## config.mk

```make
export PLATFORM = sky130hd
export DESIGN_NAME = measurement_frame_decoder_unit
export DESIGN_NICKNAME = d
export VERILOG_FILES = /design/src/hw/rtl/mfd_pkg.sv /design/src/hw/rtl/mfd_in_reg.sv /design/src/hw/rtl/mfd_deframer.sv /design/src/hw/rtl/mfd_out_reg.sv /design/src/hw/rtl/measurement_frame_decoder_unit.sv
export SDC_FILE = /design/constraint.sdc
export NUM_CORES = 1
export LEC_CHECK = 0
export ABC_AREA = 1
export BUFFER_PORTS_ARGS = -buffer_cell sky130_fd_sc_hd__buf_2
export CORE_MARGIN = 1.5
export CORE_UTILIZATION = 45
export CTS_BUF_LIST = sky130_fd_sc_hd__clkbuf_8
export DETAILED_ROUTE_END_ITERATION = 6
export GPL_TIMING_DRIVEN = 0
export PLACE_DENSITY_LB_ADDON = 0.15
export REMOVE_ABC_BUFFERS = 1
export SETUP_SLACK_MARGIN = 0.05
export SLEW_MARGIN = 20
export SYNTH_ARGS = -nofsm -noshare
export SYNTH_HDL_FRONTEND = slang
export SYNTH_SLANG_ARGS = --single-unit
```

## constraint.sdc

```tcl
create_clock -name i_clk -period 6.6 [get_ports i_clk]
set_input_delay 1.32 -clock i_clk [delete_from_list [all_inputs] [get_ports i_clk]]
set_output_delay 1.32 -clock i_clk [all_outputs]
set_load 0.02 [all_outputs]
```

## src/hw/rtl/mfd_pkg.sv

```systemverilog
package mfd_pkg;

    // Frame delimiters.
    localparam logic [7:0] SYNC_FIRST  = 8'hCC;
    localparam logic [7:0] SYNC_SECOND = 8'hDD;
    localparam logic [7:0] SYNC_THIRD  = 8'hEE;
    localparam logic [7:0] END_MARK    = 8'hFF;

    localparam int BYTE_W  = 8;
    localparam int MODE_W  = 4;
    localparam int VOLT_W  = 12;
    localparam int COUNT_W = 32;

    // Output word layout: range_mode, voltage_code, freq_count from bit 0 up.
    localparam int OUT_TDATA_W = MODE_W + VOLT_W + COUNT_W;

    typedef struct packed {
        logic [COUNT_W-1:0] freq_count;
        logic [VOLT_W-1:0]  voltage_code;
        logic [MODE_W-1:0]  range_mode;
        logic               mode_changed;
    } t_result;

endpackage

```

## src/hw/rtl/mfd_in_reg.sv

```systemverilog
module mfd_in_reg (
    input  logic                    i_clk,
    input  logic                    i_rst_n,
    input  logic                    i_valid,
    output logic                    o_ready,
    input  logic [mfd_pkg::BYTE_W-1:0] i_byte,
    output logic                    o_valid,
    input  logic                    i_take,
    output logic [mfd_pkg::BYTE_W-1:0] o_byte
);
    import mfd_pkg::*;

    logic              r_valid;
    logic [BYTE_W-1:0] r_byte;

    // The register may refill in the same cycle that the decoder takes its word.
    assign o_ready = !r_valid || i_take;
    assign o_valid = r_valid;
    assign o_byte  = r_byte;

    always_ff @(posedge i_clk) begin
        if (!i_rst_n) begin
            r_valid <= 1'b0;
        end else if (o_ready) begin
            r_valid <= i_valid;
        end
    end

    always_ff @(posedge i_clk) begin
        if (o_ready && i_valid) begin
            r_byte <= i_byte;
        end
    end

endmodule

```

## src/hw/rtl/mfd_deframer.sv

```systemverilog
module mfd_deframer (
    input  logic                       i_clk,
    input  logic                       i_rst_n,
    input  logic [mfd_pkg::BYTE_W-1:0] i_byte,
    input  logic                       i_step,
    output logic                       o_emit,
    output mfd_pkg::t_result           o_result
);
    import mfd_pkg::*;

    typedef enum logic [3:0] {
        POS_SYNC1 = 4'd0,
        POS_SYNC2 = 4'd1,
        POS_SYNC3 = 4'd2,
        POS_HEAD  = 4'd3,
        POS_VLOW  = 4'd4,
        POS_CNT0  = 4'd5,
        POS_CNT1  = 4'd6,
        POS_CNT2  = 4'd7,
        POS_CNT3  = 4'd8,
        POS_END   = 4'd9
    } t_pos;

    t_pos               r_pos;
    logic [MODE_W-1:0]  r_pend_mode;
    logic [VOLT_W-1:0]  r_pend_volt;
    logic [COUNT_W-1:0] r_pend_count;
    logic [MODE_W-1:0]  r_acc_mode;

    assign o_emit = (r_pos == POS_END) && (i_byte == END_MARK);

    always_comb begin
        o_result.range_mode   = r_pend_mode;
        o_result.voltage_code = r_pend_volt;
        o_result.freq_count   = r_pend_count;
        o_result.mode_changed = (r_pend_mode != r_acc_mode);
    end

    // Each count byte shifts in from the bottom, so after four bytes the old
    // contents are gone and no clear is needed between frames.
    always_ff @(posedge i_clk) begin
        if (!i_rst_n) begin
            r_pos      <= POS_SYNC1;
            r_acc_mode <= '0;
        end else if (i_step) begin
            case (r_pos)
                POS_SYNC1: begin
                    r_pos <= (i_byte == SYNC_FIRST) ? POS_SYNC2 : POS_SYNC1;
                end
                POS_SYNC2: begin
                    r_pos <= (i_byte == SYNC_SECOND) ? POS_SYNC3 : POS_SYNC1;
                end
                POS_SYNC3: begin
                    r_pos <= (i_byte == SYNC_THIRD) ? POS_HEAD : POS_SYNC1;
                end
                POS_HEAD: begin
                    r_pend_mode       <= i_byte[7:4];
                    r_pend_volt[11:8] <= i_byte[3:0];
                    r_pos             <= POS_VLOW;
                end
                POS_VLOW: begin
                    r_pend_volt[7:0] <= i_byte;
                    r_pos            <= POS_CNT0;
                end
                POS_CNT0, POS_CNT1, POS_CNT2, POS_CNT3: begin
                    r_pend_count <= {r_pend_count[COUNT_W-BYTE_W-1:0], i_byte};
                    r_pos        <= t_pos'(r_pos + 4'd1);
                end
                POS_END: begin
                    if (i_byte == END_MARK) begin
                        r_acc_mode <= r_pend_mode;
                    end
                    r_pos <= POS_SYNC1;
                end
                default: begin
                    r_pos <= POS_SYNC1;
                end
            endcase
        end
    end

endmodule

```

## src/hw/rtl/mfd_out_reg.sv

```systemverilog
module mfd_out_reg (
    input  logic                            i_clk,
    input  logic                            i_rst_n,
    input  logic                            i_load,
    input  mfd_pkg::t_result                i_result,
    output logic                            o_free,
    output logic                            o_valid,
    input  logic                            i_ready,
    output logic [mfd_pkg::OUT_TDATA_W-1:0] o_data,
    output logic                            o_user
);
    import mfd_pkg::*;

    logic    r_valid;
    t_result r_result;

    assign o_free  = !r_valid || i_ready;
    assign o_valid = r_valid;
    assign o_data  = {r_result.freq_count, r_result.voltage_code, r_result.range_mode};
    assign o_user  = r_result.mode_changed;

    always_ff @(posedge i_clk) begin
        if (!i_rst_n) begin
            r_valid <= 1'b0;
        end else if (i_load) begin
            r_valid <= 1'b1;
        end else if (i_ready) begin
            r_valid <= 1'b0;
        end
    end

    always_ff @(posedge i_clk) begin
        if (i_load) begin
            r_result <= i_result;
        end
    end

endmodule

```

## src/hw/rtl/measurement_frame_decoder_unit.sv

```systemverilog
// Channel   Direction  tdata                                      tuser
// s_axis    in         [7:0] rx_byte                              -
// m_axis    out        [3:0] range_mode, [15:4] voltage_code,     [0] mode_changed
//                      [47:16] freq_count
//
// Each received byte passes an input register, one step of the frame
// decoder and, on a good end byte, the result register.
// One byte is taken every cycle while the result register is free or drained.
// Reset returns the decoder to the first sync byte and clears the last mode.
// A stalled m_axis holds its word; bytes that give no result keep flowing
// until a second result would be needed.
module measurement_frame_decoder_unit (
    input  logic                            i_clk,
    input  logic                            i_rst_n,
    input  logic                            s_axis_tvalid,
    output logic                            s_axis_tready,
    input  logic [7:0]                      s_axis_tdata,   // [7:0] rx_byte
    output logic                            m_axis_tvalid,
    input  logic                            m_axis_tready,
    // [3:0] range_mode, [15:4] voltage_code, [47:16] freq_count
    output logic [mfd_pkg::OUT_TDATA_W-1:0] m_axis_tdata,
    output logic                            m_axis_tuser    // [0] mode_changed
);
    import mfd_pkg::*;

    logic              in_valid;
    logic [BYTE_W-1:0] in_byte;
    logic              step;
    logic              emit;
    logic              out_free;
    t_result           result;

    // A byte that completes a frame waits until the result register can take it.
    assign step = in_valid && (!emit || out_free);

    mfd_in_reg u_in_reg (
        .i_clk   (i_clk),
        .i_rst_n (i_rst_n),
        .i_valid (s_axis_tvalid),
        .o_ready (s_axis_tready),
        .i_byte  (s_axis_tdata),
        .o_valid (in_valid),
        .i_take  (step),
        .o_byte  (in_byte)
    );

    mfd_deframer u_deframer (
        .i_clk    (i_clk),
        .i_rst_n  (i_rst_n),
        .i_byte   (in_byte),
        .i_step   (step),
        .o_emit   (emit),
        .o_result (result)
    );

    mfd_out_reg u_out_reg (
        .i_clk    (i_clk),
        .i_rst_n  (i_rst_n),
        .i_load   (step && emit),
        .i_result (result),
        .o_free   (out_free),
        .o_valid  (m_axis_tvalid),
        .i_ready  (m_axis_tready),
        .o_data   (m_axis_tdata),
        .o_user   (m_axis_tuser)
    );

endmodule
```

======== Word-level counts from Yosys, hierarchy flattened ========
Index checks and enable logic that the tools add are counted.
word-level totals
  flip-flop bits (word level) ............. 115
cells by class
  reductions and logical operators ........ 17
  mux-type cells .......................... 6
  eq/ne operators ......................... 14
  add/subtract/negate cells ............... 1
operators by type and width
  operator                                              count
  equality test 8 bit (second input constant)           4
  one-hot mux 4 bit (6 select lines)                    1
  equality test 4 x 3 -> 1 bit (second input constant)  4
  AND reduction 3 bit                                   4
  equality test 4 x 2 -> 1 bit (second input constant)  2
  equality test 4 bit (second input constant)           2
  adder 4 x 1 -> 4 bit (second input constant)          1
  equality test 4 x 1 -> 1 bit (second input constant)  1
  logical AND 1 bit                                     4
  zero test 4 bit                                       1
  2-to-1 mux 2 bit                                      2
  inequality test 4 bit                                 1
  OR reduction 4 bit                                    1
  zero test 1 bit                                       3
  logical OR 1 bit                                      3
  2-to-1 mux 1 bit                                      3
  nonzero test 2 bit                                    1

======== Longest topological paths before layout ========
  word-level depth ........................ 7
  depth in mapped cells ................... 10
  depth with buffers taken out ............ 10

======== Modules after synthesis ========
Synthesis repeated with hierarchy kept, for this count alone.
second synthesis, totals
  cell total of the unflattened synthesis .. 230
  area, all modules ....................... 3933.8 sq um
modules (own cells, without submodules)
  module                          sequential area each (sq um)  times used  cells each  area each (sq um)
  mfd_deframer                    1601.5                        1           155         2099.5
  mfd_out_reg                     1491.4                        1           55          1517.7
  mfd_in_reg                      260.2                         1           15          291.5
  measurement_frame_decoder_unit  0.0                           1           5           25.0

======== Least setup slack after synthesis ========
No wires, ideal clock.
  path type ............................... input to register
  start ................................... in m_axis_tready
  end ..................................... reg u_out_reg.r_result, in the netlist u_out_reg.o_data[0], enable pin
  arrival ................................. 3721 ps
  required time ........................... 6144 ps
  cell stages on the path ................. 5
  buffers on the path ..................... 1
  setup slack ............................. 2423 ps
  cell sequence ........................... nor2_1 nand4_2 nand2_2 buf_6 nor2_1
on the way
  word-level cells in the longest chain between the ends .. 4
RTL lines
  item                        RTL line                              RTL
  from (decl)                 measurement_frame_decoder_unit.sv:19  input logic m_axis_tready,
  logical OR 1 bit            mfd_out_reg.sv:17                     assign o_free = !r_valid || i_ready;
  logical OR 1 bit            measurement_frame_decoder_unit.sv:34  assign step = in_valid && (!emit || out_free);
  logical AND 1 bit           measurement_frame_decoder_unit.sv:34
  logical AND 1 bit           measurement_frame_decoder_unit.sv:59  .i_load (step && emit),
  named net u_out_reg.i_load  mfd_out_reg.sv:4                      input logic i_load,
  to (signal assigned)        mfd_out_reg.sv:34                     r_result <= i_result;
  to (decl)                   mfd_out_reg.sv:15                     t_result r_result;
The timed path passes the listed nets, and every way through them passes these cells.
A chain may end at the register's enable or synchronous reset.

======== Worst setup path in the final report ========
  start ................................... in m_axis_tready
  end ..................................... out s_axis_tready
on the way
  word-level cells in the longest chain between the ends .. 4
RTL lines
  item               RTL line                              RTL
  logical OR 1 bit   mfd_out_reg.sv:17
  logical OR 1 bit   measurement_frame_decoder_unit.sv:34
  logical AND 1 bit  measurement_frame_decoder_unit.sv:34
  logical OR 1 bit   mfd_in_reg.sv:17                      assign o_ready = !r_valid || i_take;
  to (decl)          measurement_frame_decoder_unit.sv:16  output logic s_axis_tready,
No other way between the ends.

==> impl_metrics.tcl <==
set metrics [dict create \
    rrSetupSlack_ps 4100 \
    area_growth_pct 23.7 \
    stdcell_count 433 \
    cts.clk_slew.worst_paths_ps 70 \
    tritoncts "yes" \
    htree_levels 4 \
    core_sq_um 8340 \
    rsz0062_at_grt "no" \
    yosys.area.top_type_share_pct 80.2 \
    routed_wl_microns 6050 \
    layout-drive-gt1-share_pct 32.0 \
    hold_viol_final 0 \
    dieHeight_microns 96.5 \
    synthTopCellsByCount "105 x edfxtp_1, 38 x nand2_1, 20 x inv_1, 20 x nor2_1, 10 x dfxtp_1" \
    die_w_microns 96.5 \
    synth-edff-count 105 \
    cts_buffers 17 \
    wl_per_cell_microns 14.0 \
    viasPerCell 4.70 \
    antenna_found_initial 0 \
    grt_pass1_wl_microns 9390 \
    endpoint_kind "output pin" \
    vdd_ir_drop_max_uv 158 \
    start_util_pct 47.1 \
    required_ps 5280 \
    slowest_stage "nor2_1" \
    dieArea_sq_um 9310 \
    cts-resized-gates 0 \
    power_density_nw_per_um2 312 \
    power.leakage_nw 1.81 \
    timing.fmax_mhz 297 \
    outcome "completed" \
    pin_count 63 \
    rows 33 \
    hold_class "flop to flop" \
    overflow 0 \
    tns_ps 0 \
    yosysMostFrequentCell "edfxtp_1" \
    critPathBufInv 3 \
    numPortBuffers 62 \
    period_minus_slack_ps 3370 \
    synthArstFlopShare_pct 0 \
    r2r_cells 10 \
    antenna_cells 0 \
    cts_setup_buffers 0 \
    report.final.slew_viol_count 0 \
    worst_hold_slack_ps 417 \
    clk_path_buf_depth 2 \
    syn-cell-area_sq_um 3930 \
    cp_num_cells 6 \
    ys_warn_count 0 \
    finalPower_w 0.00152 \
    cp_max_fo 3 \
    final-seq-area_sq_um 3350 \
    placed_cells 401 \
    synthCells 234 \
    vias 2033 \
    first_iter_violations 73 \
    worstMarginPinSlew_ps 867 \
    yosysTopAreaCell "edfxtp_1" \
    crit_path_start_kind "primary input" \
    clkSinkCount 115 \
    drtAntennaViolNets 0 \
    grt_util_all_layers_pct 14.3 \
    worst_clock_skew_ps 11.5 \
    postSynthAreaPerCell_sq_um 16.8 \
    synth_seq_cells 115 \
    crit_chain "buf_2, nor2_1, inv_1, nor2_2, nand2_1, buf_2" \
    multi_input_area_sq_um 507 \
    nets 331 \
    finalCritPeriodShare_pct 51.1 \
    path_common_cell "buf_2" \
    ys_top_cells_by_area "edfxtp_1 80%, dfxtp_1 5.1%, nand2_1 3.6%, inv_1 1.9%, nor2_1 1.9%" \
    grt_start_max_net_pins 26 \
    finalSetupViolations 0 \
    drv_cap 0 \
    seq_area_frac_synth_pct 85.3 \
    ys_types 21 \
    hpwl_microns 3970 \
    cp_slowest_stage_delay_ps 160 \
    nFillCells 669 \
    cts-root-buf "clkbuf_8" \
    worstPathArrival_ps 2050 \
    drt-pass1-iter-count 4 \
    synthFlopType "edfxtp_1" \
    maxSlewHeadroom_pct 42.2 \
    drcViolationCount 0 \
    whs_path_depth 0 \
    finalWeightedCongestion 0.822 \
    clock_latency_ps 410 \
    critPathKind "primary input to output pin" \
    ctsHoldBuffers 0 \
    critical_path.top_delay_family "simple AND/OR/NAND/NOR gates" \
    grt_pass1_vias 1910 \
]
## logic make-up after synthesis
kind of cell | after synthesis | synth area share [%]
flip-flops | 115 | 85.3
AND/OR/NAND/NOR | 80 | 9.00
buffers and inverters | 22 | 2.32
AO/OA/AOI/OAI | 9 | 1.24
XOR/XNOR | 4 | 0.891
adder cells (fa/ha/maj) | 4 | 1.27
## registers in the layout (all words and copies together) (netlist names)
register	count
u_out_reg.o_data	48
u_deframer.r_pend_count	32
u_out_reg.o_user	1
u_in_reg.o_byte	8
u_deframer.r_pend_mode	4
u_in_reg.o_valid	1
u_out_reg.o_valid	1
u_deframer.r_acc_mode	4
u_deframer.r_pend_volt	12
u_deframer.r_pos	4
## area by class of cell
class | instances | share of cell area (%)
clock buffers | 17 | 4.81
multi-input cells | 97 | 10.4
well taps | 105 | 2.70
repair buffers | 64 | 7.36
inverters | 20 | 1.54
clock inverters | 15 | 4.24
flip-flops and latches | 115 | 68.9
## cells in the final DEF, fill, tap and decap left out, types with 5 or more instances in the layout
| cell type | netlist | final |
|---|---|---|
| a21oi_1 | 6 | 5 |
| buf_2 | 1 | 62 |
| clkbuf_8 | 0 | 17 |
| clkinv_4 | 0 | 5 |
| dfxtp_1 | 10 | 10 |
| edfxtp_1 | 105 | 105 |
| inv_1 | 20 | 21 |
| nand2_1 | 38 | 38 |
| nand3_1 | 7 | 7 |
| nor2_1 | 20 | 19 |
| nor3_1 | 6 | 6 |
## layer usage
metal,GRT usage [%],share of wire [%],vias up
li1,-,-,998
met3,5.95,6.6,8
met2,21.6,46,73
met1,17.7,46,954
met4,7.13,1.2,0
met5,0,0,-
## stage by stage
| step | util [%] | cell area (sq um) | setup WS [ps] |
|---|---|---|---|
| 3_3_place_gp | 52.3 | 4360 | 1330 |
| 3_5_place_dp | 53.0 | 4420 | 3230 |
| 5_1_grt | 58.3 | 4860 | 3170 |
| 6_report | 58.3 | 4860 | 3230 |
| 4_1_cts | 58.3 | 4860 | 3230 |
| 2_1_floorplan | - | 3920 | 2490 |
## where the power goes
group | internal, W | switching [W] | total, W
Combinational | 0.00000555 | 0.00000995 | 0.0000155
Clock | 0.000416 | 0.000287 | 0.000703
Sequential | 0.000792 | 0.00000695 | 0.000799
## path summary, 6_finish.rpt
kind,startpoint,end
worst max-delay path,m_axis_tready,s_axis_tready
worst min-delay path,u_deframer.r_pend_count[24]$_DFFE_PP_,u_out_reg.o_data[40]$_DFFE_PP_
worst max register to register,u_deframer.r_pos[1]$_SDFFE_PN0P_,u_deframer.r_pend_count[17]$_DFFE_PP_
worst min register to register,u_deframer.r_pend_count[24]$_DFFE_PP_,u_out_reg.o_data[40]$_DFFE_PP_
(Power assumes the default switching activity.)
